**src/rtl/core/kmc_pkg.sv**
```systemverilog
`default_nettype none
// ----------------------------------------------------------------------------
// kmc_pkg: shared types and constants for the k-means clustering block
// Sizes, register indexes, controller states and the structs that pass
// between the controller and the row of cluster cells.
// ----------------------------------------------------------------------------
package kmc_pkg;

   localparam int MAX_CLUSTERS  = 8;
   localparam int MAX_DIMENSION = 8;
   localparam int MAX_POINTS    = 1024;

   localparam int CL_W       = $clog2(MAX_CLUSTERS);
   localparam int DM_W       = $clog2(MAX_DIMENSION);
   localparam int K_W        = 4;
   localparam int POINT_CAP  = MAX_POINTS * MAX_DIMENSION;
   localparam int PA_W       = $clog2(POINT_CAP);
   localparam int CENT_CAP   = MAX_CLUSTERS * MAX_DIMENSION;
   localparam int CA_W       = $clog2(CENT_CAP);
   localparam int COORD_W    = 16;
   localparam int SUM_W      = 28;
   localparam int CNT_W      = 11;
   localparam int SQ_W       = 2 * (COORD_W + 1);
   localparam int DIST_W     = SQ_W + DM_W;
   localparam int ITER_W     = 16;
   localparam int THR_W      = 16;
   localparam int CSR_IDX_W  = 3;
   localparam int CSR_DATA_W = 16;
   localparam int DIV_CNT_W  = $clog2(SUM_W);

   localparam logic [CSR_IDX_W-1:0] REG_NUM_CLUSTERS = 3'd0;
   localparam logic [CSR_IDX_W-1:0] REG_DIMENSION    = 3'd1;
   localparam logic [CSR_IDX_W-1:0] REG_MAX_ITER     = 3'd2;
   localparam logic [CSR_IDX_W-1:0] REG_THRESHOLD    = 3'd3;

   typedef enum logic [3:0] {
      ST_IDLE,
      ST_DIST,
      ST_DIST_END,
      ST_ITER,
      ST_FEED_A,
      ST_WAIT_A,
      ST_FEED_B,
      ST_DRAIN,
      ST_UPD_SEL,
      ST_UPD_DIV,
      ST_UPD_WAIT,
      ST_UPD_SQ,
      ST_UPD_ACC,
      ST_UPD_END,
      ST_CHECK,
      ST_EMIT
   } state_type;

   // one coordinate travelling down the cell row
   typedef struct packed {
      logic                      valid;
      logic                      phase_b;  // 0: distance pass, 1: accumulate pass
      logic                      first;
      logic                      last;
      logic [DM_W-1:0]           j;
      logic [CL_W-1:0]           tag;      // winning cluster in accumulate pass
      logic signed [COORD_W-1:0] value;
   } stream_type;

   // running nearest centroid
   typedef struct packed {
      logic              valid;
      logic [DIST_W-1:0] dist_val;
      logic [CL_W-1:0]   idx;
   } best_type;

   // controller to cells
   typedef struct packed {
      logic                      clear;
      logic                      load_en;
      logic [CL_W-1:0]           load_c;
      logic [DM_W-1:0]           load_j;
      logic signed [COORD_W-1:0] load_val;
      logic [DM_W-1:0]           rd_j;
      logic [K_W-1:0]            k;
   } ctrl_type;

endpackage
`default_nettype wire

```
**src/rtl/core/kmc_cell.sv**
```systemverilog
`default_nettype none
// ----------------------------------------------------------------------------
// kmc_cell: one cluster of the cell row
// Holds one centroid, its coordinate sums and point count. Forwards the
// coordinate stream and the running nearest centroid to its neighbor.
// ----------------------------------------------------------------------------
module kmc_cell (
   input  logic                               clock,
   input  logic                               reset,
   input  logic [kmc_pkg::CL_W-1:0]           cell_idx,
   input  kmc_pkg::ctrl_type                  ctrl,
   input  kmc_pkg::stream_type                s_in,
   input  kmc_pkg::best_type                  best_in,
   output kmc_pkg::stream_type                s_out,
   output kmc_pkg::best_type                  best_out,
   output logic signed [kmc_pkg::COORD_W-1:0] cent_rd,
   output logic signed [kmc_pkg::SUM_W-1:0]   sum_rd,
   output logic [kmc_pkg::CNT_W-1:0]          cnt_rd
);
   import kmc_pkg::*;

   logic signed [COORD_W-1:0] cent_ff [MAX_DIMENSION];
   logic signed [SUM_W-1:0]   sum_ff  [MAX_DIMENSION];
   logic [CNT_W-1:0]          cnt_ff;

   logic                      s_v_ff;
   stream_type                s_pl_ff;
   logic                      sq_v_ff;
   logic                      sq_first_ff;
   logic                      sq_last_ff;
   logic [SQ_W-1:0]           sq_ff;
   logic [DIST_W-1:0]         acc_ff;
   logic                      best_v_ff;
   best_type                  best_pl_ff;

   logic [DM_W-1:0]           addr;
   logic signed [COORD_W-1:0] cent_sel;
   logic signed [SUM_W-1:0]   sum_sel;
   logic                      active;
   logic signed [COORD_W:0]   diff;
   logic signed [SQ_W-1:0]    sq_in;
   logic [DIST_W-1:0]         acc_in;
   logic                      hit;

   always_comb begin
      // stream has the port while it flows, the controller otherwise
      addr     = s_in.valid ? s_in.j : ctrl.rd_j;
      cent_sel = cent_ff[addr];
      sum_sel  = sum_ff[addr];
      active   = {1'b0, cell_idx} < ctrl.k;
      diff     = {cent_sel[COORD_W-1], cent_sel} - {s_in.value[COORD_W-1], s_in.value};
      sq_in    = diff * diff;
      acc_in   = (sq_first_ff ? '0 : acc_ff) + DIST_W'(sq_ff);
      hit      = s_in.valid && s_in.phase_b && (s_in.tag == cell_idx);
   end

   always_ff @(posedge clock) begin
      if (reset) begin
         s_v_ff    <= 1'b0;
         sq_v_ff   <= 1'b0;
         best_v_ff <= 1'b0;
      end else begin
         s_v_ff    <= s_in.valid;
         sq_v_ff   <= s_in.valid && !s_in.phase_b;
         best_v_ff <= sq_v_ff && sq_last_ff;
      end
   end

   always_ff @(posedge clock) begin
      s_pl_ff     <= s_in;
      sq_ff       <= SQ_W'(sq_in);
      sq_first_ff <= s_in.first;
      sq_last_ff  <= s_in.last;
      if (sq_v_ff) begin
         acc_ff <= acc_in;
      end
      if (sq_v_ff && sq_last_ff) begin
         if (active && ((cell_idx == '0) || (acc_in < best_in.dist_val))) begin
            best_pl_ff.dist_val <= acc_in;
            best_pl_ff.idx      <= cell_idx;
         end else begin
            best_pl_ff.dist_val <= best_in.dist_val;
            best_pl_ff.idx      <= best_in.idx;
         end
      end
      best_pl_ff.valid <= 1'b0;
   end

   always_ff @(posedge clock) begin
      if (ctrl.clear) begin
         cnt_ff <= '0;
         for (int i = 0; i < MAX_DIMENSION; i++) begin
            sum_ff[i] <= '0;
         end
      end else if (hit) begin
         sum_ff[addr] <= sum_sel + SUM_W'(s_in.value);
         if (s_in.last) begin
            cnt_ff <= cnt_ff + 1'b1;
         end
      end
      if (ctrl.load_en && (ctrl.load_c == cell_idx)) begin
         cent_ff[ctrl.load_j] <= ctrl.load_val;
      end
   end

   always_comb begin
      s_out          = s_pl_ff;
      s_out.valid    = s_v_ff;
      best_out       = best_pl_ff;
      best_out.valid = best_v_ff;
   end

   assign cent_rd = cent_sel;
   assign sum_rd  = sum_sel;
   assign cnt_rd  = cnt_ff;

endmodule
`default_nettype wire
```
**config.mk**
```make
export PLATFORM = sky130hd
export DESIGN_NAME = kmc_cell
export DESIGN_NICKNAME = d
export VERILOG_FILES = /design/src/rtl/core/kmc_pkg.sv /design/src/rtl/core/kmc_cell.sv
export SDC_FILE = /design/constraint.sdc
export NUM_CORES = 1
export LEC_CHECK = 0
export BUFFER_PORTS_ARGS = -buffer_cell sky130_fd_sc_hd__buf_4
export CAP_MARGIN = 10
export CORE_ASPECT_RATIO = 1.75
export CORE_MARGIN = 4
export CORE_UTILIZATION = 60
export CTS_BUF_LIST = sky130_fd_sc_hd__clkbuf_4 sky130_fd_sc_hd__clkbuf_8
export DETAILED_ROUTE_END_ITERATION = 12
export PLACE_DENSITY_LB_ADDON = 0.2
export SYNTH_ARGS = -nofsm -noshare
export SYNTH_HDL_FRONTEND = slang
export SYNTH_SLANG_ARGS = --single-unit
```
**constraint.sdc**
```tcl
create_clock -name clock -period 15 [get_ports clock]
set_clock_uncertainty 0.05 [all_clocks]
set_input_delay 3 -clock clock [delete_from_list [all_inputs] [get_ports clock]]
set_output_delay 3 -clock clock [all_outputs]
set_load 0.02 [all_outputs]
```
* Word level (Yosys, flattened, before mapping)
Memories as Yosys holds them, arrays and structs flattened. Index checks and enable logic that the tools add are counted.
Cells by class: magnitude comparators 2, reduce and logical (&&, ||, !) cells 11, add/sub/neg operators 4, multiply operators 1, equality and inequality tests 2, multiplexer cells 13
Operators by type and width (count):
- $mux 40 | 1
- $add 37x34->37 | 1
- $lt 37x37->1 | 1
- $mux 37 | 1
- $mul 17x17->34 | 1
- $add 28x16->28 | 1
- $mux 28 | 1
- $reduce_or 28->1 | 1
- $sub 16x16->17 | 1
- $add 11x1->11 const B | 1
- $mux 1 | 8
- $eq 3x3->1 | 2
- $logic_and 1x1->1 | 6
- $mux 3 | 2
- $lt 3x4->1 | 1
- $logic_not 3->1 | 1
- $reduce_and 2->1 | 1
- $logic_not 1->1 | 1
- $logic_or 1x1->1 | 1
Word-level totals: bits in registers 150, RAM bits 352, memories kept 2, input bits 103, output and inout port bits 122
Memories:
- sum_ff | depth 8, bits a word 28, read ports 1, clocked after Yosys merged registers in 0, wr ports 8, line kmc_cell.sv:23 | logic signed [SUM_W-1:0] sum_ff [MAX_DIMENSION];
- cent_ff | depth 8, bits a word 16, read ports 1, clocked after Yosys merged registers in 0, wr ports 1, line kmc_cell.sv:22 | logic signed [COORD_W-1:0] cent_ff [MAX_DIMENSION];

* Depth between registers and ports, before layout
Gate-level depths: netlist (run 1).
word-level depth 7, mapped depth 43, depth with buffers taken out 39

* Worst setup path after synthesis (run 1)
OpenSTA, ideal clock, no wires.
kind input to register, start input s_in[25] in the netlist's numbering, end register sq_ff[33], path buffers 5, setup time 0.118 ns, stages 38, arrival 12.425 ns, setup slack 2.406 ns, cells stage by stage buf_2 > mux2_2 > clkbuf_1 > nand2_1 > clkbuf_1 > o22ai_1 > nor4_1 > fa_1 > a21o_1 > a21oi_1 > o21a_1 > o21ai_0 > nand3b_1 > a21oi_1 > o21ai_0 > a31o_2 > clkbuf_1 > inv_1 > [... 2 more ...] > fa_1 > inv_1 > fa_1 > inv_1 > fa_1 > fa_1 > fa_1 > inv_1 > fa_1 > inv_1 > ha_1 > or3_1 > a311oi_2 > o21ai_1 > nor3b_1 > a2111oi_4 > a21oi_2 > xnor2_1
Between the ends: word-level cells in the longest chain between the ends 4
Ends and longest elaborated chain:
- from (decl) | line kmc_cell.sv:12 | input kmc_pkg::stream_type s_in,
- $mux 3 | line kmc_cell.sv:47 | addr = s_in.valid ? s_in.j : ctrl.rd_j;
- $mem_v2 8x16
- net cent_rd, one bit | line kmc_cell.sv:16 | output logic signed [kmc_pkg::COORD_W-1:0] cent_rd,
- $sub 16x16->17 | line kmc_cell.sv:51 | diff = {cent_sel[COORD_W-1], cent_sel} - {s_in.value[COORD_W-1], s_in.value};
- $mul 17x17->34 | line kmc_cell.sv:52 | sq_in = diff * diff;
- net sq_in[33] | line kmc_cell.sv:41 | logic signed [SQ_W-1:0] sq_in;
- to (signal assigned) | line kmc_cell.sv:71 | sq_ff <= SQ_W'(sq_in);
- to (decl) | line kmc_cell.sv:31 | logic [SQ_W-1:0] sq_ff;
The timed path passes the listed nets, and every way through them passes these cells. A chain may end at the register's enable or synchronous reset.

* Worst setup path in the final report (run 1)
start input s_in[25] in the netlist's numbering, end register sq_ff[33]
Between the ends: word-level cells in the longest chain between the ends 4
Ends and longest elaborated chain (line):
- $mux 3 | kmc_cell.sv:47
- $mem_v2 8x16
- $sub 16x16->17 | kmc_cell.sv:51
- $mul 17x17->34 | kmc_cell.sv:52
- net sq_in[33] | kmc_cell.sv:41
The timed path passes the listed nets, and every way through them passes these cells.

==> impl_metrics.env, run 1 <==
export IMPL_synth_nets=3571
export IMPL_status="completed"
export IMPL_start_kind="input pin"
export IMPL_antenna_found_initial=5
export IMPL_tns_ns=0
export IMPL_post_drt_via_cell_ratio=6.05
export IMPL_cts_tree="built"
export IMPL_synth_area_leaders="edfxtp_1 (39%), fa_1 (17%), ha_1 (7.5%)"
export IMPL_placed_cells=3871
export IMPL_slew_headroom_pct=16.0
export IMPL_slew_viol_final=0
export IMPL_synthesis_area_mm2=0.0328
export IMPL_nNetsFinal=3828
export IMPL_grt_max_degree=64
export IMPL_ios=225
export IMPL_drt_wirelength_per_cell_um=23.5
export IMPL_cp_num_buf_inv=7
export IMPL_rrSetupSlack_ns=5.12
export IMPL_cts_buffer_depth=3
export IMPL_row_count=113
export IMPL_fmax_ghz=0.0775
export IMPL_async_reset_ff_share_pct=0
export IMPL_yosysSeqAreaShare_pct=43.7
export IMPL_worst_slew_pin_slew_ns=1.25
export IMPL_cpMaxStageDelayCell="nor4_1"
export IMPL_worstPathArrival_ns=13.42
export IMPL_cp_required_ns=15.52
export IMPL_final_cell_mix="edfxtp_1 (429), inv_1 (426), nor2_1 (383)"
export IMPL_yosys_area_top_type="edfxtp_1"
export IMPL_crit_family="adder cells"
export IMPL_dpl_hpwl_um=68600
export IMPL_synthCells=2999
export IMPL_die_w_um=185
export IMPL_grt_usage_pct=32.2
export IMPL_worstHoldPathType="reg2reg"
export IMPL_rsz0062_at_grt="no"
export IMPL_path_class="in2reg"
export IMPL_maxCapViolCount=0
export IMPL_clk_latency_ns=0.70
export IMPL_synth_avg_cell_area_um2=10.9
export IMPL_setup_viol=0
export IMPL_grt_overflow=0
export IMPL_drive_gt1_share_pct=14.6
export IMPL_worstPathMaxFanout=19
export IMPL_grt_pass1_wl_um=142000
export IMPL_finalNonFillerCells=4011
export IMPL_hold_viol=0
export IMPL_vias=24282
export IMPL_cts_resized=0
export IMPL_layout_commonest_cell="edfxtp_1"
export IMPL_cts_htree_levels=3
export IMPL_grt_pass1_vias=26392
export IMPL_synth_ff_type="edfxtp_1"
export IMPL_yosysTopAreaCellShare_pct=39.3
export IMPL_ant_nets=0
export IMPL_cts_sinks=501
export IMPL_synth_cell_types=75
export IMPL_layout_min_cycle_time_ns=12.90
export IMPL_clk_pin_slew_worst_paths_ns=0.07
export IMPL_yosysWarningCount=0
export IMPL_drt_initial_drc_count=1667
export IMPL_post_cts_buffers=0
export IMPL_routed_wirelength_um=94300
export IMPL_crit_top_cell="fa_1"
export IMPL_cts_buffers=73
export IMPL_synth_edff_count=429
export IMPL_gp_congestion=0.978
export IMPL_dieArea_mm2=0.0586
export IMPL_port_buffers=223
export IMPL_post_route_period_util_pct=86.0
export IMPL_cts_root_buf="clkbuf_8"
export IMPL_synth_seq_cells=501
export IMPL_chipHeight_um=317
export IMPL_endpoint_kind="flip-flop"
export IMPL_core_area_mm2=0.0542
export IMPL_syn_to_final_growth_pct=13.4
export IMPL_hold_buffers=0
export IMPL_drt_first_pass_iters=5
export IMPL_drc=0
export IMPL_start_util_pct=60.5
export IMPL_cpPeakStageDelay_ns=0.80
[layout make-up]
cell class              instances  area [um^2]
multi-input cells            1955        16500
repair buffers                296         2220
flip-flops and latches        501        14300
diodes                          6         15.0
clock inverters                32          357
well taps                     690          863
fillers                      4079        17000
clock buffers                 102         1230
inverters                     429         1610
[worst min-delay path, stage by stage, from the launching register on]
cell	delay [ns]
dfxtp_1	0.33
o21ai_0	0.08
a21oi_1	0.06
[stage by stage]
stage / worst slack, ns / util, % / hold slack (ns) / instance area [um^2]
floorplan: 2.41 / - / 0.498 / 32800
global placement: 1.61 / 65.7 / 0.437 / 35600
detailed placement: 1.47 / 65.7 / 0.454 / 35600
CTS: 2.18 / 68.6 / 0.462 / 37200
global route: 1.53 / 68.6 / 0.496 / 37200
finish: 2.10 / 68.6 / 0.459 / 37200
[logic make-up (layout without fill, tap and decap cells)]
kind of cell / after synthesis / count (layout) / synth area share [%]
AO/OA/AOI/OAI: 526 / 526 / 11.0
XOR/XNOR: 121 / 121 / 3.23
adder cells (fa/ha/maj): 469 / 469 / 24.2
buffers and inverters: 543 / 859 / 6.27
flip-flops: 501 / 501 / 43.7
multiplexers: 20 / 20 / 0.672
other: 0 / 6 / 0
AND/OR/NAND/NOR: 819 / 819 / 11.0
[flip-flops by register name, indices dropped and copies added, names as in the netlist]
register and cells:
best_v_ff 1, sq_last_ff 1, sq_first_ff 1, best_out 40, acc_ff 37, sq_ff 33
cent_ff 128, s_out 23, sum_ff 224, cnt_rd 11, s_v_ff 1, sq_v_ff 1
[worst paths after layout]
| path | depth (start not counted) | from | endpoint |
|---|---|---|---|
| hold reg to reg | 2 | cnt_rd[5]$_SDFFE_PP0P_ | cnt_rd[5]$_SDFFE_PP0P_ |
| setup reg to reg | 32 | cent_ff[2][0]$_DFFE_PP_ | sq_ff[33]$_DFF_P_ |
| hold / removal | 2 | cnt_rd[5]$_SDFFE_PP0P_ | cnt_rd[5]$_SDFFE_PP0P_ |
| setup / recovery | 35 | s_in[25] | sq_ff[33]$_DFF_P_ |
[cell usage after synthesis, drive strengths merged, types with 10 or more instances]
master  number
inv        428
nor3        32
clkbuf     103
buf         11
a21oi      117
mux2        16
nand4       32
o221ai      10
o22ai       56
xor2        44
nor2       390
ha         196
a221oi      10
dfxtp       72
a22o        19
nand3       31
a22oi       81
edfxtp     429
nand2      197
xnor2       77
o21ai       80
o21a        12
nor2b       54
o21bai      16
nor4        13
a21o        36
nand2b      31
fa         273
[layer usage]
layer	vias up	GRT usage, %	wire, um
met1	11853	31.6	28700
met5	-	0	11
met2	1202	58.3	49300
li1	10792	-	-
met4	2	26.5	9380
met3	433	5.52	6880
Power of run 1 is not shown: default switching activity piles up to over one toggle a cycle in this logic, so the estimate is an artifact.
==> run 2, diff against run 1 <==
- PLACE_DENSITY: unset -> 0.79
- PLACE_DENSITY_LB_ADDON: 0.2 -> unset
- TNS_END_PERCENT: unset -> 50
==> impl_metrics.env, run 2 (synthesized netlist as in run 1, its figures left out) <==
export IMPL_status="completed"
export IMPL_hold_end="cnt_rd[9]$_SDFFE_PP0P_"
export IMPL_endpoint_kind="flip-flop"
export IMPL_ios=225
export IMPL_row_count=113
export IMPL_fmax_ghz=0.0747
export IMPL_grt_max_degree=61
export IMPL_cts_resized=0
export IMPL_path_class="in2reg"
export IMPL_tns_ns=0
export IMPL_dieArea_mm2=0.0586
export IMPL_worstPathArrival_ns=13.87
export IMPL_setup_ws_ns=1.62
export IMPL_dpl_hpwl_um=68200
export IMPL_routed_wirelength_um=93900
export IMPL_grt_overflow=0
export IMPL_cpMaxStageDelayCell="mux2i_2"
export IMPL_largest_register="sum_ff"
export IMPL_start_kind="input pin"
export IMPL_final_cell_mix="edfxtp_1 (429), inv_1 (426), nor2_1 (384)"
export IMPL_post_drt_via_cell_ratio=6.16
export IMPL_r2r_start="cent_ff[0][0]$_DFFE_PP_"
export IMPL_post_cts_buffers=0
export IMPL_drive_gt1_share_pct=14.1
export IMPL_holdCritStartpoint="cnt_rd[9]$_SDFFE_PP0P_"
export IMPL_drt_initial_drc_count=1988
export IMPL_grt_pass1_wl_um=141000
export IMPL_ant_nets=0
export IMPL_r2r_cells=37
export IMPL_worst_slew_pin_slew_ns=1.30
export IMPL_slew_headroom_pct=12.7
export IMPL_rrSetupSlack_ns=4.83
export IMPL_cts_htree_levels=3
export IMPL_cts_sinks=501
export IMPL_start_util_pct=60.5
export IMPL_cts_tree="built"
export IMPL_rsz0062_at_grt="no"
export IMPL_chipHeight_um=317
export IMPL_worstHoldPathType="reg2reg"
export IMPL_hold_viol=0
export IMPL_top_layer_used="met4"
export IMPL_pre_cts_slack_ns=1.06
export IMPL_nNetsFinal=3823
export IMPL_hold_depth=2
export IMPL_grt_pass1_vias=26267
export IMPL_layout_min_cycle_time_ns=13.38
export IMPL_drt_wirelength_per_cell_um=23.5
export IMPL_slew_viol_final=0
export IMPL_cp_required_ns=15.49
export IMPL_wl_met2_um=49300
export IMPL_clk_latency_ns=0.71
export IMPL_drc=0
export IMPL_hold_slack_ns=0.464
export IMPL_setup_viol=0
export IMPL_die_w_um=185
export IMPL_post_route_period_util_pct=89.2
export IMPL_route_met3_wl_um=7740
export IMPL_layout_commonest_cell="edfxtp_1"
export IMPL_largest_reg_flops=224
export IMPL_antenna_found_initial=3
export IMPL_vias=24590
export IMPL_cts_buffer_depth=3
export IMPL_hold_buffers=0
export IMPL_r2r_end="sq_ff[33]$_DFF_P_"
export IMPL_fillCellCount=3964
export IMPL_worstPathMaxFanout=15
export IMPL_clk_pin_slew_worst_paths_ns=0.06
export IMPL_m1WireLength_um=27900
export IMPL_grt_usage_pct=31.9
export IMPL_maxCapViolCount=0
export IMPL_cts_buffers=73
export IMPL_drt_first_pass_iters=6
export IMPL_cpPeakStageDelay_ns=0.92
export IMPL_gp_congestion=1.02
export IMPL_syn_to_final_growth_pct=12.7
export IMPL_core_area_mm2=0.0542
export IMPL_cts_root_buf="clkbuf_8"
export IMPL_port_buffers=223
## run 2: cell count changes in the layout (fill, tap and decap cells not counted), sizes merged
| cell | previous run | this run |
|---|---|---|
| bufinv | 6 | 2 |
| diode | 6 | 2 |
| clkinv | 21 | 19 |
| clkinvlp | 0 | 2 |
| clkbuf | 102 | 100 |
| buf | 296 | 291 |
| inv | 434 | 433 |
## run 2: how the worst max path moves through the flow
stage,from,end,cells after the start
after global routing,s_in[25],sq_ff[33]$_DFF_P_,39
after detailed placement,s_in[25],sq_ff[33]$_DFF_P_,39
after CTS,s_in[25],sq_ff[33]$_DFF_P_,39
after floorplan,s_in[25],sq_ff[33]$_DFF_P_,38
final,s_in[25],sq_ff[33]$_DFF_P_,39
after global placement,s_in[25],sq_ff[33]$_DFF_P_,39
## run 2: layout make-up
cell class                 instances  area [um^2]  area share (%)
multi-input combinational       1955        16500            44.7
timing repair buffer             291         2180            5.91
inverter                         429         1610            4.36
antenna                            2         5.00          0.0135
clock buffer                     100         1220            3.30
clock inverter                    27          223           0.603
tap                              690          863            2.34
sequential                       501        14300            38.8
## run 2: worst max-delay path, delay by kind of cell
| kind | cells | cell delay [ns] |
|---|---|---|
| AO/OA/AOI/OAI | 13 | 2.77 |
| XOR/XNOR | 2 | 0.27 |
| adder cells (fa/ha/maj) | 9 | 4.26 |
| buffers and inverters | 8 | 1.01 |
| multiplexers | 1 | 0.92 |
| AND/OR/NAND/NOR | 6 | 1.62 |
## run 2: through the flow
stage          area, um^2  cells  utilization, %
2_1_floorplan       32800   2999               -
3_3_place_gp        35500   3866            65.5
3_5_place_dp        35500   3866            65.5
4_1_cts             36900   3993            68.2
5_1_grt             36900   3994            68.2
6_report            36900   3995            68.2
## run 2: layer usage
layer | global-route usage (%) | vias up
met1 | 31.1 | 12048
met4 | 25.4 | 0
met5 | 0 | -
met2 | 57.9 | 1317
li1 | - | 10785
met3 | 6.26 | 440
Power of run 2 is left out for the same reason.
==> run 3, diff against run 2 <==
- CORE_MARGIN: 4 -> 10
==> impl_metrics.env, run 3 (synthesized netlist as in run 1, its figures left out) <==
export IMPL_status="completed"
export IMPL_slew_viol_final=0
export IMPL_post_drt_via_cell_ratio=6.10
export IMPL_drive_gt1_share_pct=14.2
export IMPL_placed_cells=3866
export IMPL_tns_ns=0
export IMPL_grt_overflow=0
export IMPL_drt_wirelength_per_cell_um=23.9
export IMPL_cpPeakStageDelay_ns=0.80
export IMPL_slew_headroom_pct=16.9
export IMPL_cpMaxStageDelayCell="mux2i_2"
export IMPL_worstPathArrival_ns=13.93
export IMPL_ant_nets=0
export IMPL_cts_sinks=501
export IMPL_clk_pin_slew_worst_paths_ns=0.06
export IMPL_endpoint_kind="flip-flop"
export IMPL_grt_usage_pct=29.5
export IMPL_finish_utilization_pct=68.3
export IMPL_cts_buffers=71
export IMPL_grt_max_degree=43
export IMPL_finalNonFillerCells=3995
export IMPL_core_area_mm2=0.0542
export IMPL_ios=225
export IMPL_hold_viol=0
export IMPL_worstPathMaxFanout=25
export IMPL_post_cts_buffers=0
export IMPL_port_buffers=223
export IMPL_fillCellCount=3961
export IMPL_gp_congestion=1.02
export IMPL_crit_top_cell="fa_1"
export IMPL_setup_viol=0
export IMPL_largest_register="sum_ff"
export IMPL_final_cell_mix="edfxtp_1 (429), inv_1 (426), nor2_1 (384)"
export IMPL_chipHeight_um=329
export IMPL_drt_initial_drc_count=2039
export IMPL_cts_resized=0
export IMPL_cts_buffer_depth=3
export IMPL_worst_slew_pin_slew_ns=1.24
export IMPL_crit_family="adder cells"
export IMPL_routed_wirelength_um=95600
export IMPL_layout_commonest_cell="edfxtp_1"
export IMPL_grt_pass1_wl_um=146000
export IMPL_post_route_period_util_pct=89.4
export IMPL_start_util_pct=60.5
export IMPL_dieArea_mm2=0.0647
export IMPL_cp_num_buf_inv=9
export IMPL_rsz0062_at_grt="no"
export IMPL_start_kind="input pin"
export IMPL_cts_tree="built"
export IMPL_cp_required_ns=15.52
export IMPL_worstHoldPathType="reg2reg"
export IMPL_row_count=113
export IMPL_nNetsFinal=3822
export IMPL_largest_reg_flops=224
export IMPL_vias=24366
export IMPL_syn_to_final_growth_pct=12.8
export IMPL_dpl_hpwl_um=69200
export IMPL_antenna_found_initial=6
export IMPL_drt_first_pass_iters=8
export IMPL_cts_root_buf="clkbuf_8"
export IMPL_drc=0
export IMPL_cts_htree_levels=3
export IMPL_path_class="in2reg"
export IMPL_grt_pass1_vias=26523
export IMPL_fmax_ghz=0.0745
export IMPL_hold_buffers=0
export IMPL_die_w_um=197
export IMPL_clk_latency_ns=0.66
export IMPL_maxCapViolCount=0
export IMPL_layout_min_cycle_time_ns=13.42
## run 3: tightest hold or removal path, cell delays in order, from the launching register on
cell and delay (ns):
dfxtp_1 0.33, o21ai_0 0.07, a21oi_1 0.06
## run 3: path summary, 6_finish.rpt
kind | from | end | slack [ns] | cells past startpoint
max | s_in[25] | sq_ff[32]$_DFF_P_ | 1.58 | 40
max reg2reg | cent_ff[0][0]$_DFFE_PP_ | sq_ff[32]$_DFF_P_ | 5.02 | 37
min reg2reg | cnt_rd[5]$_SDFFE_PP0P_ | cnt_rd[5]$_SDFFE_PP0P_ | 0.46 | 2
min | cnt_rd[5]$_SDFFE_PP0P_ | cnt_rd[5]$_SDFFE_PP0P_ | 0.46 | 2
## run 3: layer usage
layer | wire length (um) | track usage (%) | up-vias | part of all wire (%)
met3 | 8530 | 6.67 | 439 | 8.9
met1 | 28800 | 28.2 | 11844 | 30
met2 | 49700 | 53.1 | 1306 | 52
met5 | 34 | 0 | - | 0.036
met4 | 8550 | 24.0 | 4 | 8.9
li1 | - | - | 10773 | -
## run 3: metrics by stage
| stage | setup slack (ns) | cell area (um^2) | hold WS (ns) |
|---|---|---|---|
| 2_1_floorplan | 2.41 | 32800 | 0.498 |
| 3_3_place_gp | 1.35 | 35500 | 0.432 |
| 3_5_place_dp | 1.16 | 35500 | 0.456 |
| 4_1_cts | 1.82 | 37000 | 0.465 |
| 5_1_grt | 1.12 | 37000 | 0.491 |
| 6_report | 1.58 | 37000 | 0.464 |
## run 3: area by class of cell
class / instances / area (um^2) / share of cell area, %
multi-input combinational: 1955 / 16500 / 44.7
sequential: 501 / 14300 / 38.7
timing repair buffer: 292 / 2190 / 5.93
inverter: 429 / 1610 / 4.35
clock buffer: 106 / 1280 / 3.47
tap: 690 / 863 / 2.33
clock inverter: 20 / 174 / 0.470
antenna: 2 / 5.00 / 0.0135
Power of run 3 is left out for the same reason.
