==> src/rtl/core/kmc_pkg.sv <==
`default_nettype none
// ----------------------------------------------------------------------------
// kmc_pkg: shared types and constants for the k-means clustering block
// Sizes, register indexes, controller states and the structs that pass
// between the controller and the row of cluster cells.
// ----------------------------------------------------------------------------
package kmc_pkg;

   localparam int MAX_CLUSTERS  = 8;
   localparam int MAX_DIMENSION = 8;
   localparam int MAX_POINTS    = 1024;

   localparam int CL_W       = $clog2(MAX_CLUSTERS);
   localparam int DM_W       = $clog2(MAX_DIMENSION);
   localparam int K_W        = 4;
   localparam int POINT_CAP  = MAX_POINTS * MAX_DIMENSION;
   localparam int PA_W       = $clog2(POINT_CAP);
   localparam int CENT_CAP   = MAX_CLUSTERS * MAX_DIMENSION;
   localparam int CA_W       = $clog2(CENT_CAP);
   localparam int COORD_W    = 16;
   localparam int SUM_W      = 28;
   localparam int CNT_W      = 11;
   localparam int SQ_W       = 2 * (COORD_W + 1);
   localparam int DIST_W     = SQ_W + DM_W;
   localparam int ITER_W     = 16;
   localparam int THR_W      = 16;
   localparam int CSR_IDX_W  = 3;
   localparam int CSR_DATA_W = 16;
   localparam int DIV_CNT_W  = $clog2(SUM_W);

   localparam logic [CSR_IDX_W-1:0] REG_NUM_CLUSTERS = 3'd0;
   localparam logic [CSR_IDX_W-1:0] REG_DIMENSION    = 3'd1;
   localparam logic [CSR_IDX_W-1:0] REG_MAX_ITER     = 3'd2;
   localparam logic [CSR_IDX_W-1:0] REG_THRESHOLD    = 3'd3;

   typedef enum logic [3:0] {
      ST_IDLE,
      ST_DIST,
      ST_DIST_END,
      ST_ITER,
      ST_FEED_A,
      ST_WAIT_A,
      ST_FEED_B,
      ST_DRAIN,
      ST_UPD_SEL,
      ST_UPD_DIV,
      ST_UPD_WAIT,
      ST_UPD_SQ,
      ST_UPD_ACC,
      ST_UPD_END,
      ST_CHECK,
      ST_EMIT
   } state_type;

   // one coordinate travelling down the cell row
   typedef struct packed {
      logic                      valid;
      logic                      phase_b;  // 0: distance pass, 1: accumulate pass
      logic                      first;
      logic                      last;
      logic [DM_W-1:0]           j;
      logic [CL_W-1:0]           tag;      // winning cluster in accumulate pass
      logic signed [COORD_W-1:0] value;
   } stream_type;

   // running nearest centroid
   typedef struct packed {
      logic              valid;
      logic [DIST_W-1:0] dist_val;
      logic [CL_W-1:0]   idx;
   } best_type;

   // controller to cells
   typedef struct packed {
      logic                      clear;
      logic                      load_en;
      logic [CL_W-1:0]           load_c;
      logic [DM_W-1:0]           load_j;
      logic signed [COORD_W-1:0] load_val;
      logic [DM_W-1:0]           rd_j;
      logic [K_W-1:0]            k;
   } ctrl_type;

endpackage
`default_nettype wire

==> src/rtl/core/kmc_div.sv <==
`default_nettype none
// ----------------------------------------------------------------------------
// kmc_div: serial signed divider
// Signed sum over unsigned count, truncated toward zero, one bit per cycle.
// ----------------------------------------------------------------------------
module kmc_div (
   input  logic                              clock,
   input  logic                              reset,
   input  logic                              start,
   input  logic signed [kmc_pkg::SUM_W-1:0]  dividend,
   input  logic [kmc_pkg::CNT_W-1:0]         divisor,
   output logic                              done,
   output logic signed [kmc_pkg::SUM_W-1:0]  quotient
);
   import kmc_pkg::*;

   logic                 busy_ff;
   logic                 done_ff;
   logic [DIV_CNT_W-1:0] cnt_ff;
   logic [CNT_W:0]       rem_ff;
   logic [SUM_W-1:0]     quo_ff;
   logic [CNT_W-1:0]     dvs_ff;
   logic                 neg_ff;

   logic [CNT_W:0]       shifted;
   logic                 ge;
   logic [CNT_W:0]       rem_in;

   always_comb begin
      shifted = {rem_ff[CNT_W-1:0], quo_ff[SUM_W-1]};
      ge      = shifted >= {1'b0, dvs_ff};
      rem_in  = ge ? shifted - {1'b0, dvs_ff} : shifted;
   end

   always_ff @(posedge clock) begin
      if (reset) begin
         busy_ff <= 1'b0;
         done_ff <= 1'b0;
      end else begin
         done_ff <= busy_ff && (cnt_ff == '0);
         if (start) begin
            busy_ff <= 1'b1;
         end else if (busy_ff && (cnt_ff == '0)) begin
            busy_ff <= 1'b0;
         end
      end
   end

   always_ff @(posedge clock) begin
      if (start) begin
         neg_ff <= dividend[SUM_W-1];
         quo_ff <= dividend[SUM_W-1] ? SUM_W'(-dividend) : SUM_W'(dividend);
         rem_ff <= '0;
         dvs_ff <= divisor;
         cnt_ff <= DIV_CNT_W'(SUM_W - 1);
      end else if (busy_ff) begin
         rem_ff <= rem_in;
         quo_ff <= {quo_ff[SUM_W-2:0], ge};
         cnt_ff <= cnt_ff - 1'b1;
      end
   end

   assign done     = done_ff;
   assign quotient = neg_ff ? -$signed(quo_ff) : $signed(quo_ff);

endmodule
`default_nettype wire

==> config.mk <==
export PLATFORM = sky130hd
export DESIGN_NAME = kmc_div
export DESIGN_NICKNAME = d
export VERILOG_FILES = /design/src/rtl/core/kmc_pkg.sv /design/src/rtl/core/kmc_div.sv
export SDC_FILE = /design/constraint.sdc
export NUM_CORES = 1
export LEC_CHECK = 0
export BUFFER_PORTS_ARGS = -buffer_cell sky130_fd_sc_hd__buf_4
export CAP_MARGIN = 20
export CORE_MARGIN = 5
export CORE_UTILIZATION = 51
export DETAILED_ROUTE_END_ITERATION = 12
export PLACE_DENSITY = 0.74
export SLEW_MARGIN = 15
export SYNTH_ARGS = -nofsm -noshare
export SYNTH_HDL_FRONTEND = slang
export SYNTH_SLANG_ARGS = --single-unit
==> constraint.sdc <==
create_clock -name clock -period 3.9 [get_ports clock]
set_input_delay 0.195 -clock clock [delete_from_list [all_inputs] [get_ports clock]]
set_output_delay 0.195 -clock clock [all_outputs]
set_load 0.05 [all_outputs]
Word level (Yosys, flattened, before mapping)
Cells that the tools add are included.
{ "word_totals": {"latchBits": 0, "ramBits": 0, "mem_bits_ro": 0, "mem_count": 0, "register_bits": 58} }
{ "op_classes": {"multipliers": 0, "bitwise_logic": 0, "muxes": 7, "n_lt_le_gt_ge": 1, "n_reduce_logical": 4, "shifts": 0, "div": 0, "n_eq_ne": 0, "n_addsub": 4} }
{ "op_table": {"columns": ["op", "count"], "rows": [
  ["$mux 28", 4],
  ["$neg 28->28", 2],
  ["$ge 12x11->1", 1],
  ["$mux 11", 1],
  ["$sub 11x11->11", 1],
  ["$logic_not 5->1", 1],
  ["$sub 5x1->5 const B", 1],
  ["$reduce_bool 2->1", 2],
  ["$mux 1", 2],
  ["$logic_and 1x1->1", 1]
]} }

Logic depth before layout (Yosys ltp)
Gate-level depths: netlist of run 1.
{ "depth": {"depth_word": 4, "depth_mapped": 10, "depth_no_buf": 9} }

Worst setup path after synthesis of run 1
Ideal clock, no wire load.
{ "synth_timing": {"kind": "reg-to-output", "startpoint": "reg quo_ff[5]", "endpoint": "out quotient[23] (netlist name)", "arrival_ns": 2.672, "setup_slack_ns": 1.033, "path_stages_with_launch": 7, "t_required_ns": 3.705, "path_buffers": 0, "cell_sequence": "edfxtp_1 -> or3_1 -> or3_4 -> or4_4 -> or3_4 -> o41ai_4 -> xnor2_1"} }
{ "synth_between": {"elab_chain_len": 2} }
{ "synth_lines": {"columns": ["item", "line_no", "rtl"], "rows": [
  ["from (decl)", "kmc_div.sv:21", "logic [SUM_W-1:0] quo_ff;"],
  ["from (signal assigned)", "kmc_div.sv:52", "quo_ff <= dividend[SUM_W-1] ? SUM_W'(-dividend) : SUM_W'(dividend);"],
  ["from (signal assigned)", "kmc_div.sv:58", "quo_ff <= {quo_ff[SUM_W-2:0], ge};"],
  ["$neg 28->28", "kmc_div.sv:64", "assign quotient = neg_ff ? -$signed(quo_ff) : $signed(quo_ff);"],
  ["$mux 28", "kmc_div.sv:64", null],
  ["to (decl)", "kmc_div.sv:13", "output logic signed [kmc_pkg::SUM_W-1:0] quotient"]
]} }
Every way passes these cells.

Worst setup path after layout of run 1
{ "layout_timing": {"startpoint": "reg quo_ff[2]", "endpoint": "out quotient[23] (netlist name)"} }
Same word-level chain as after synthesis.

==> report_table.html, run 1 <==
<table>
<tr><th>Metric</th><th>Value</th></tr>
<tr><th colspan="2">Global route</th></tr>
<tr><td>Wire length of the first global-routing pass</td><td>15.34 mm</td></tr>
<tr><td>Initial antenna violation count</td><td>0</td></tr>
<tr><td>Vias in the first global route</td><td>around 3.3k</td></tr>
<tr><td>All-Layer GR Usage</td><td>19.17%</td></tr>
<tr><td>Largest net degree at the start of global routing</td><td>50</td></tr>
<tr><td>Total global routing overflow</td><td>0</td></tr>
<tr><th colspan="2">Worst hold path</th></tr>
<tr><td>Class of the tightest hold or removal check</td><td>primary input to register</td></tr>
<tr><td>Hold Path Depth</td><td>2</td></tr>
<tr><td>Endpoint with the worst hold slack</td><td>busy_ff</td></tr>
<tr><td>Startpoint of the tightest hold check path</td><td>reset</td></tr>
<tr><th colspan="2">Critical path</th></tr>
<tr><td>Req. time, crit path</td><td>3.70 ns</td></tr>
<tr><td>Logic depth of the worst register-to-register path</td><td>9</td></tr>
<tr><td>Worst reg2reg startpoint</td><td>quo_ff[27]</td></tr>
<tr><td>Worst setup slack for register-to-register paths</td><td>1.01 ns</td></tr>
<tr><td>Startpoint type of the worst setup path</td><td>register</td></tr>
<tr><td>Kind of cell adding the most delay to the critical path</td><td>simple AND/OR/NAND/NOR gates</td></tr>
<tr><td>Count of buffer and inverter cells on the critical path</td><td>1</td></tr>
<tr><td>Arrival @ worst endpoint</td><td>2.99 ns</td></tr>
<tr><td>Worst R2R End</td><td>rem_ff[0]</td></tr>
<tr><td>Most frequent cell on the critical path</td><td>sky130_fd_sc_hd__or3_4</td></tr>
<tr><td>Kind of end point of the critical path</td><td>primary output</td></tr>
<tr><td>Cells along the critical path</td><td>or3_1, or3_4, or4_4, or3_4, o41ai_4, xnor2_1, buf_4</td></tr>
<tr><td>Type of the worst setup path</td><td>register to primary output</td></tr>
<tr><td>Slowest stage cell on the critical path</td><td>sky130_fd_sc_hd__or3_1</td></tr>
<tr><td>Largest stage delay, worst path</td><td>0.43 ns</td></tr>
<tr><td>Worst-path maximum fanout</td><td>4</td></tr>
<tr><th colspan="2">STA</th></tr>
<tr><td>Number of slew-limit violations in the final report</td><td>0</td></tr>
<tr><td>Unrepaired setup endpoints after global routing</td><td>no</td></tr>
<tr><td>Final Hold Fails</td><td>0</td></tr>
<tr><td>Worst hold slack across all endpoints</td><td>between 0.01 and 0.015 ns</td></tr>
<tr><td>Setup TNS Final</td><td>0 ns</td></tr>
<tr><td>Min Tclk post-route</td><td>3.181 ns</td></tr>
<tr><td>Clock Skew</td><td>roughly 0.0037 ns</td></tr>
<tr><td>Final cycle utilization of the critical path</td><td>81.56%</td></tr>
<tr><td>Setup violations, final</td><td>0</td></tr>
<tr><td>Max-Slew Margin vs Limit</td><td>30.50%</td></tr>
<tr><td>Maximum operating frequency</td><td>314.4 MHz</td></tr>
<tr><td>Slew at the pin closest to its max-slew limit</td><td>1.041 ns</td></tr>
<tr><th colspan="2">Synthesis</th></tr>
<tr><td>Dominant synthesized flop cell</td><td>sky130_fd_sc_hd__edfxtp_1</td></tr>
<tr><td>Total standard cell area after synthesis</td><td>0.004030 mm^2</td></tr>
<tr><td>Syn avg cell area</td><td>9.201 um^2</td></tr>
<tr><td>Number of enable flip-flop cells after synthesis</td><td>40</td></tr>
<tr><td>Net Count, Synth</td><td>roughly 500</td></tr>
<tr><td>Netlist cell types</td><td>52</td></tr>
<tr><td>Count of mapped cells out of synthesis</td><td>438</td></tr>
<tr><td>Sequential cell area fraction in the yosys report</td><td>38.75%</td></tr>
<tr><td>Share of synthesized registers carrying an async set or reset</td><td>0%</td></tr>
<tr><td>Synthesis-stage register bit count</td><td>between 50 and 60</td></tr>
<tr><td>Warning count from the yosys run</td><td>0</td></tr>
<tr><th colspan="2">Die</th></tr>
<tr><td>Die span in y</td><td>98.90 um</td></tr>
<tr><td>Core area</td><td>0.007727 mm^2</td></tr>
<tr><td>Row cnt</td><td>32</td></tr>
<tr><td>Chip Width</td><td>98.90 um</td></tr>
<tr><td>Number of ports placed on the die boundary</td><td>71</td></tr>
<tr><td>Initial standard-cell utilization of the core</td><td>52.15%</td></tr>
<tr><td>Full die area</td><td>0.009780 mm^2</td></tr>
<tr><th colspan="2">CTS</th></tr>
<tr><td>CTS tree</td><td>yes</td></tr>
<tr><td>Total setup buffers inserted after CTS</td><td>0</td></tr>
<tr><td>Number of buffers created by CTS</td><td>9</td></tr>
<tr><td>Clock Tree Buf Depth</td><td>2</td></tr>
<tr><td>Clock Tree Root</td><td>sky130_fd_sc_hd__clkbuf_8</td></tr>
<tr><td>Maximum level of the CTS H-tree</td><td>3</td></tr>
<tr><td>Total of hold buffers inserted after clock tree synthesis</td><td>0</td></tr>
<tr><td>Post-CTS Resized</td><td>0</td></tr>
<tr><td>Clock latency on the worst-skew pair</td><td>0.34 ns</td></tr>
<tr><td>Clock transition at the register clock pins on the worst setup and hold paths after CTS</td><td>0.07 ns</td></tr>
<tr><td>CTS sink cnt</td><td>58</td></tr>
<tr><th colspan="2">Routing</th></tr>
<tr><td>Routed via count divided by cell count</td><td>roughly 5.7</td></tr>
<tr><td>Number of vias in the routed layout</td><td>approximately 3.5k</td></tr>
<tr><td>ANT nets after route</td><td>0</td></tr>
<tr><td>Initial DRC count</td><td>225</td></tr>
<tr><td>Aggregate routed wire length</td><td>9.184 mm</td></tr>
<tr><td>Number of detailed-routing iterations run before antenna repair</td><td>4</td></tr>
<tr><td>Number of design rule violations left after detail routing</td><td>0</td></tr>
<tr><td>Wire length per cell after detailed routing</td><td>15.11 um</td></tr>
<tr><th colspan="2">Layout</th></tr>
<tr><td>Number of diodes added for antenna fixing</td><td>0</td></tr>
<tr><td>Final net count</td><td>558</td></tr>
<tr><td>Synthesis-to-layout area growth</td><td>20.21%</td></tr>
<tr><td>Share of final-layout standard cells stronger than drive strength 1</td><td>21.54%</td></tr>
<tr><th colspan="2">Pwr</th></tr>
<tr><td>Maximum resistive drop on vdd</td><td>0.0002559 V</td></tr>
<tr><td>Power density normalized to cell area</td><td>438.7 mW/mm^2</td></tr>
<tr><td>Leakage power</td><td>~1.9 nW</td></tr>
<tr><th colspan="2">Placement</th></tr>
<tr><td>Dpl hpwl</td><td>6.732 mm</td></tr>
<tr><td>Routability congestion estimate</td><td>0.8575</td></tr>
<tr><td>Number of port buffers</td><td>70</td></tr>
<tr><th colspan="2">Outcome</th></tr>
<tr><td>Status</td><td>finished, final reports clean</td></tr>
<tr><th colspan="2">Flow run</th></tr>
<tr><td>Max-Cap Viols</td><td>0</td></tr>
</table>
-- through the flow --
step | util [%] | total power (W) | instance area [um^2] | setup slack (ns) | instances
3_3_place_gp | 59.88 | 0.001512 | 4627 | 1.110 | 592
3_5_place_dp | 59.88 | 0.001523 | 4627 | 1.067 | 592
4_1_cts | 62.69 | 0.002135 | 4845 | 0.7017 | 608
2_1_floorplan | - | 0.001311 | 4030 | 1.033 | 438
6_report | 62.69 | 0.002125 | 4845 | 0.7190 | 608
5_1_grt | 62.69 | 0.002237 | 4845 | 0.5834 | 608
-- final cells by class --
class                           instances  area [um^2]
Inverter                               24        90.09
Multi-Input combinational cell        334         2292
Fill cell                             628         2883
Timing Repair Buffer                   74        555.5
Tap cell                              102        127.6
Clock buffer                           10        137.6
Clock inverter                          6        80.08
Sequential cell                        58         1562
-- synthesized netlist by cell type (3+ instances only) --
library cell / instances / share of area, %
sky130_fd_sc_hd__a211oi_1: 4 / 0.75
sky130_fd_sc_hd__or4_1: 5 / 0.93
sky130_fd_sc_hd__nand3_1: 11 / 1.4
sky130_fd_sc_hd__nor2b_1: 4 / 0.62
sky130_fd_sc_hd__nor2_1: 42 / 3.9
sky130_fd_sc_hd__o31ai_1: 13 / 2.4
sky130_fd_sc_hd__or2_2: 7 / 1.1
sky130_fd_sc_hd__clkbuf_1: 17 / 1.6
sky130_fd_sc_hd__xnor2_1: 32 / 7.0
sky130_fd_sc_hd__mux2_2: 4 / 1.1
sky130_fd_sc_hd__o32ai_1: 3 / 0.65
sky130_fd_sc_hd__nor4_1: 3 / 0.47
sky130_fd_sc_hd__edfxtp_1: 40 / 30
sky130_fd_sc_hd__nand2b_1: 12 / 1.9
sky130_fd_sc_hd__inv_1: 24 / 2.2
sky130_fd_sc_hd__o41ai_1: 4 / 0.87
sky130_fd_sc_hd__nor3_1: 3 / 0.37
sky130_fd_sc_hd__or3_1: 11 / 1.7
sky130_fd_sc_hd__a311oi_1: 10 / 2.2
sky130_fd_sc_hd__o21ai_0: 25 / 3.1
sky130_fd_sc_hd__a21oi_1: 37 / 4.6
sky130_fd_sc_hd__nand2_1: 20 / 1.9
sky130_fd_sc_hd__xor2_1: 29 / 6.3
sky130_fd_sc_hd__ha_1: 14 / 4.3
sky130_fd_sc_hd__dfxtp_1: 18 / 8.9
sky130_fd_sc_hd__buf_1: 4 / 0.37
sky130_fd_sc_hd__a21o_1: 4 / 0.75
sky130_fd_sc_hd__o21a_1: 4 / 0.75
-- how the worst max path moves through the flow --
stage                     startpoint            to  slack, ns  cells after the start
final                      quo_ff[2]  quotient[23]       0.72                      7
after global routing       quo_ff[2]  quotient[27]       0.58                      7
after CTS                  quo_ff[2]  quotient[23]       0.70                      7
after detailed placement  quo_ff[27]    rem_ff[10]       1.07                      9
after global placement     quo_ff[5]  quotient[23]       1.11                      7
after floorplan            quo_ff[5]  quotient[23]       1.03                      6
-- layer usage --
metal  global-route usage (%)  wire, um  part of all wire (%)
met1                    25.07      4195                    46
met2                    31.20      4375                    48
met3                    3.609       502                   5.5
met4                    7.773       110                   1.2
met5                        0         0                     0
-- placed cells by master, fill, tap and decap left out, types with 3 or more instances in the layout --
cell                       instances
sky130_fd_sc_hd__nor4_1            3
sky130_fd_sc_hd__edfxtp_1         40
sky130_fd_sc_hd__clkbuf_8         10
sky130_fd_sc_hd__o41ai_1           4
sky130_fd_sc_hd__or4_1             5
sky130_fd_sc_hd__a21o_1            4
sky130_fd_sc_hd__or2_2             7
sky130_fd_sc_hd__o31ai_1          13
sky130_fd_sc_hd__xor2_1           29
sky130_fd_sc_hd__a311oi_1         10
sky130_fd_sc_hd__or3_1            11
sky130_fd_sc_hd__ha_1             14
sky130_fd_sc_hd__dfxtp_1          18
sky130_fd_sc_hd__nand2b_1         12
sky130_fd_sc_hd__a21oi_1          37
sky130_fd_sc_hd__clkinv_2          4
sky130_fd_sc_hd__inv_1            24
sky130_fd_sc_hd__buf_4            74
sky130_fd_sc_hd__nand2_1          20
sky130_fd_sc_hd__o21a_1            4
sky130_fd_sc_hd__nor3_1            3
sky130_fd_sc_hd__nor2_1           42
sky130_fd_sc_hd__mux2_2            4
sky130_fd_sc_hd__nor2b_1           4
sky130_fd_sc_hd__xnor2_1          32
sky130_fd_sc_hd__a211oi_1          4
sky130_fd_sc_hd__o21ai_0          25
sky130_fd_sc_hd__o32ai_1           3
sky130_fd_sc_hd__nand3_1          11
-- sequential cells by signal, summed over array words and instances (netlist names) --
| name | count |
|---|---|
| cnt_ff | 5 |
| neg_ff | 1 |
| rem_ff | 11 |
| quo_ff | 28 |
| busy_ff | 1 |
| dvs_ff | 11 |
| done | 1 |
-- power by group --
part           internal, W  switching, W  leakage, nW
sequential        0.000731     0.0000586        0.541
combinational     0.000267      0.000456         1.25
clock             0.000372      0.000241        0.116
-- cells by family (layout without fill, tap and decap cells) --
| group | after synthesis | in the layout | synth area share (%) |
|---|---|---|---|
| AOI/OAI and AO/OA | 120 | 120 | 19.96 |
| DFF | 58 | 58 | 38.75 |
| adders and majority gates | 15 | 15 | 4.843 |
| xor gates and xnor gates | 61 | 61 | 13.26 |
| buffers and inverters | 46 | 114 | 4.378 |
| muxes | 6 | 6 | 1.614 |
| and+or+nand+nor | 132 | 132 | 17.20 |
Note: power is estimated with default switching activity, not from simulation.
==> run 2, diff against run 1 <==
clock period = 3.2 ns   (was 3.9 ns; I/O delays follow)
==> report_table.html, run 2 (synthesis gave the netlist of run 1 again) <==
<table>
<tr><th>Metric</th><th>Value</th></tr>
<tr><th colspan="2">STA</th></tr>
<tr><td>Max-Slew Margin vs Limit</td><td>53.61%</td></tr>
<tr><td>Number of slew-limit violations in the final report</td><td>0</td></tr>
<tr><td>Slew at the pin closest to its max-slew limit</td><td>0.6959 ns</td></tr>
<tr><td>Min Tclk post-route</td><td>~3.2 ns</td></tr>
<tr><td>Unrepaired setup endpoints after global routing</td><td>yes</td></tr>
<tr><td>Clock Skew</td><td>0.008198 ns</td></tr>
<tr><td>Setup TNS Final</td><td>0 ns</td></tr>
<tr><td>Final Hold Fails</td><td>0</td></tr>
<tr><td>Crit path setup slack, layout</td><td>0.04549 ns</td></tr>
<tr><td>Setup violations, final</td><td>0</td></tr>
<tr><td>Final cycle utilization of the critical path</td><td>between 90% and 100%</td></tr>
<tr><td>Maximum operating frequency</td><td>317.0 MHz</td></tr>
<tr><th colspan="2">Layout</th></tr>
<tr><td>Number of diodes added for antenna fixing</td><td>0</td></tr>
<tr><td>Final net count</td><td>576</td></tr>
<tr><td>Largest register by flop count</td><td>quo_ff</td></tr>
<tr><td>Leading cell types in the layout, fill and taps excluded</td><td>sky130_fd_sc_hd__buf_4, sky130_fd_sc_hd__nor2_1, sky130_fd_sc_hd__edfxtp_1</td></tr>
<tr><td>Synthesis-to-layout area growth</td><td>23.32%</td></tr>
<tr><td>Max reg flops</td><td>28</td></tr>
<tr><td>Top flop regs</td><td>quo_ff x28, dvs_ff x11, rem_ff x11</td></tr>
<tr><td>Area used by multi-input combinational logic</td><td>0.002297 mm^2</td></tr>
<tr><td>Most frequent standard cell in the layout excluding fill and tap cells</td><td>sky130_fd_sc_hd__buf_4</td></tr>
<tr><td>Core occupancy in the finished layout</td><td>64.31%</td></tr>
<tr><td>Cell area after layout</td><td>between 0.004 and 0.005 mm^2</td></tr>
<tr><td>Number of cells in the finished layout apart from fillers</td><td>around 630</td></tr>
<tr><td>Share of final-layout standard cells stronger than drive strength 1</td><td>21.56%</td></tr>
<tr><td>Layout filler cell count</td><td>669</td></tr>
<tr><td>Storage element area</td><td>0.001562 mm^2</td></tr>
<tr><th colspan="2">Routing</th></tr>
<tr><td>Routed via count divided by cell count</td><td>5.524</td></tr>
<tr><td>Aggregate routed wire length</td><td>9.360 mm</td></tr>
<tr><td>Topmost layer with routed signal wires</td><td>met4</td></tr>
<tr><td>Initial DRC count</td><td>152</td></tr>
<tr><td>Number of detailed-routing iterations run before antenna repair</td><td>4</td></tr>
<tr><td>Wl on met1</td><td>4.181 mm</td></tr>
<tr><td>ANT nets after route</td><td>0</td></tr>
<tr><td>Number of design rule violations left after detail routing</td><td>0</td></tr>
<tr><td>Length of routed met3 wiring</td><td>547 um</td></tr>
<tr><td>Met2 WL post-DR</td><td>4.440 mm</td></tr>
<tr><td>Wire length per cell after detailed routing</td><td>14.95 um</td></tr>
<tr><td>Number of vias in the routed layout</td><td>3,458</td></tr>
<tr><th colspan="2">Placement</th></tr>
<tr><td>Worst setup timing slack at the placement stage</td><td>roughly 0.4 ns</td></tr>
<tr><td>Routability congestion estimate</td><td>0.8313</td></tr>
<tr><td>Post-detailed-placement cell area</td><td>0.004657 mm^2</td></tr>
<tr><td>Number of cells after detailed placement</td><td>596</td></tr>
<tr><td>Number of port buffers</td><td>70</td></tr>
<tr><td>Dpl hpwl</td><td>6.754 mm</td></tr>
<tr><th colspan="2">CTS</th></tr>
<tr><td>Clock Tree Root</td><td>sky130_fd_sc_hd__clkbuf_8</td></tr>
<tr><td>CTS tree</td><td>yes</td></tr>
<tr><td>CTS sink cnt</td><td>58</td></tr>
<tr><td>Clock transition at the register clock pins on the worst setup and hold paths after CTS</td><td>0.06 ns</td></tr>
<tr><td>Clock latency on the worst-skew pair</td><td>0.34 ns</td></tr>
<tr><td>Number of buffers created by CTS</td><td>9</td></tr>
<tr><td>Maximum level of the CTS H-tree</td><td>3</td></tr>
<tr><td>Clock Tree Buf Depth</td><td>2</td></tr>
<tr><th colspan="2">Pwr</th></tr>
<tr><td>Maximum resistive drop on vdd</td><td>0.0003413 V</td></tr>
<tr><td>Power density normalized to cell area</td><td>around 500 mW/mm^2</td></tr>
<tr><td>Leakage power</td><td>1.959 nW</td></tr>
<tr><th colspan="2">Die</th></tr>
<tr><td>Number of ports placed on the die boundary</td><td>71</td></tr>
<tr><td>Initial standard-cell utilization of the core</td><td>52.15%</td></tr>
<tr><td>Core area</td><td>0.007727 mm^2</td></tr>
<tr><td>Row cnt</td><td>32</td></tr>
<tr><td>Chip Width</td><td>98.90 um</td></tr>
<tr><td>Full die area</td><td>0.009780 mm^2</td></tr>
<tr><td>Die span in y</td><td>around 99 um</td></tr>
<tr><th colspan="2">Critical path</th></tr>
<tr><td>Cells along the critical path</td><td>or3_4, or3_4, or4_4, or3_4, o41ai_4, xnor2_1, buf_4</td></tr>
<tr><td>Worst-path maximum fanout</td><td>4</td></tr>
<tr><td>Worst reg2reg startpoint</td><td>quo_ff[27]</td></tr>
<tr><td>Req. time, crit path</td><td>~3.0 ns</td></tr>
<tr><td>Most frequent cell on the critical path</td><td>sky130_fd_sc_hd__or3_4</td></tr>
<tr><td>Kind of cell adding the most delay to the critical path</td><td>simple AND/OR/NAND/NOR gates</td></tr>
<tr><td>Largest stage delay, worst path</td><td>0.44 ns</td></tr>
<tr><td>Arrival @ worst endpoint</td><td>between 2 and 3 ns</td></tr>
<tr><td>Type of the worst setup path</td><td>register to primary output</td></tr>
<tr><td>Slowest stage cell on the critical path</td><td>sky130_fd_sc_hd__edfxtp_1</td></tr>
<tr><td>Kind of end point of the critical path</td><td>primary output</td></tr>
<tr><td>Startpoint type of the worst setup path</td><td>register</td></tr>
<tr><td>Worst setup slack for register-to-register paths</td><td>0.46 ns</td></tr>
<tr><td>Startpoint of the most critical setup path</td><td>quo_ff[2]</td></tr>
<tr><td>Count of buffer and inverter cells on the critical path</td><td>1</td></tr>
<tr><th colspan="2">Worst hold path</th></tr>
<tr><td>Startpoint of the tightest hold check path</td><td>dividend[0]</td></tr>
<tr><td>Class of the tightest hold or removal check</td><td>primary input to register</td></tr>
<tr><th colspan="2">Global route</th></tr>
<tr><td>Initial antenna violation count</td><td>0</td></tr>
<tr><td>All-Layer GR Usage</td><td>19.58%</td></tr>
<tr><td>Wire length of the first global-routing pass</td><td>~16 mm</td></tr>
<tr><td>Largest net degree at the start of global routing</td><td>45</td></tr>
<tr><td>Total global routing overflow</td><td>0</td></tr>
<tr><td>Vias in the first global route</td><td>3,309</td></tr>
<tr><th colspan="2">Outcome</th></tr>
<tr><td>Status</td><td>finished, final reports clean</td></tr>
<tr><th colspan="2">Flow run</th></tr>
<tr><td>Max-Cap Viols</td><td>0</td></tr>
</table>
[run 2: metal layers]
layer  track usage (%)  vias to the layer above
li1                  -                     1758
met1             25.76                     1593
met2             31.25                       89
met3             4.529                       18
met4             7.563                        0
met5                 0                        -
[run 2: stage by stage]
stage | hold WS (ns) | power [W]
2_1_floorplan | 0.2324 | 0.001598
3_5_place_dp | 0.3320 | 0.001862
6_report | 0.2070 | 0.002465
3_3_place_gp | 0.3268 | 0.001847
5_1_grt | 0.2007 | 0.002602
4_1_cts | 0.1771 | 0.002474
[run 2: cell type report]
| class | count | share of cell area [%] |
|---|---|---|
| sequential | 58 | 31.42 |
| inverter | 24 | 1.813 |
| tap | 102 | 2.568 |
| clock inverter | 3 | 0.2769 |
| multi-input combinational | 334 | 46.22 |
| timing repair buffer | 92 | 14.50 |
| clock buffer | 13 | 3.197 |
[run 2: what timing repair did]
action | 4_1_cts | 5_1_grt
hold buffers | 12 | 0
hold endpoints to repair | 13 | 0
setup endpoints to repair | 0 | 3
resized for setup | 0 | 1
buffers inserted | 0 | 2
[run 2: power breakdown]
part,internal [W],switching [W]
Clock,0.000318,0.000278
Combinational,0.000342,0.000562
Sequential,0.000891,0.0000731
[run 2: final timing paths]
| path | endpoint | cells past startpoint |
|---|---|---|
| hold / removal | quo_ff[0] | 3 |
| hold reg to reg | rem_ff[10] | 2 |
| setup reg to reg | rem_ff[0] | 10 |
| setup / recovery | quotient[23] | 7 |
[run 2: worst register-to-register path, cell delays in order (launching register included)]
cell and delay, ns:
sky130_fd_sc_hd__edfxtp_1 0.42, sky130_fd_sc_hd__inv_1 0.06, sky130_fd_sc_hd__ha_1 0.23, sky130_fd_sc_hd__fa_1 0.41
sky130_fd_sc_hd__nand2b_1 0.18, sky130_fd_sc_hd__a21o_1 0.21, sky130_fd_sc_hd__a21oi_1 0.19, sky130_fd_sc_hd__o2111ai_1 0.29
sky130_fd_sc_hd__buf_4 0.27, sky130_fd_sc_hd__a21o_1 0.15, sky130_fd_sc_hd__a311oi_1 0.24
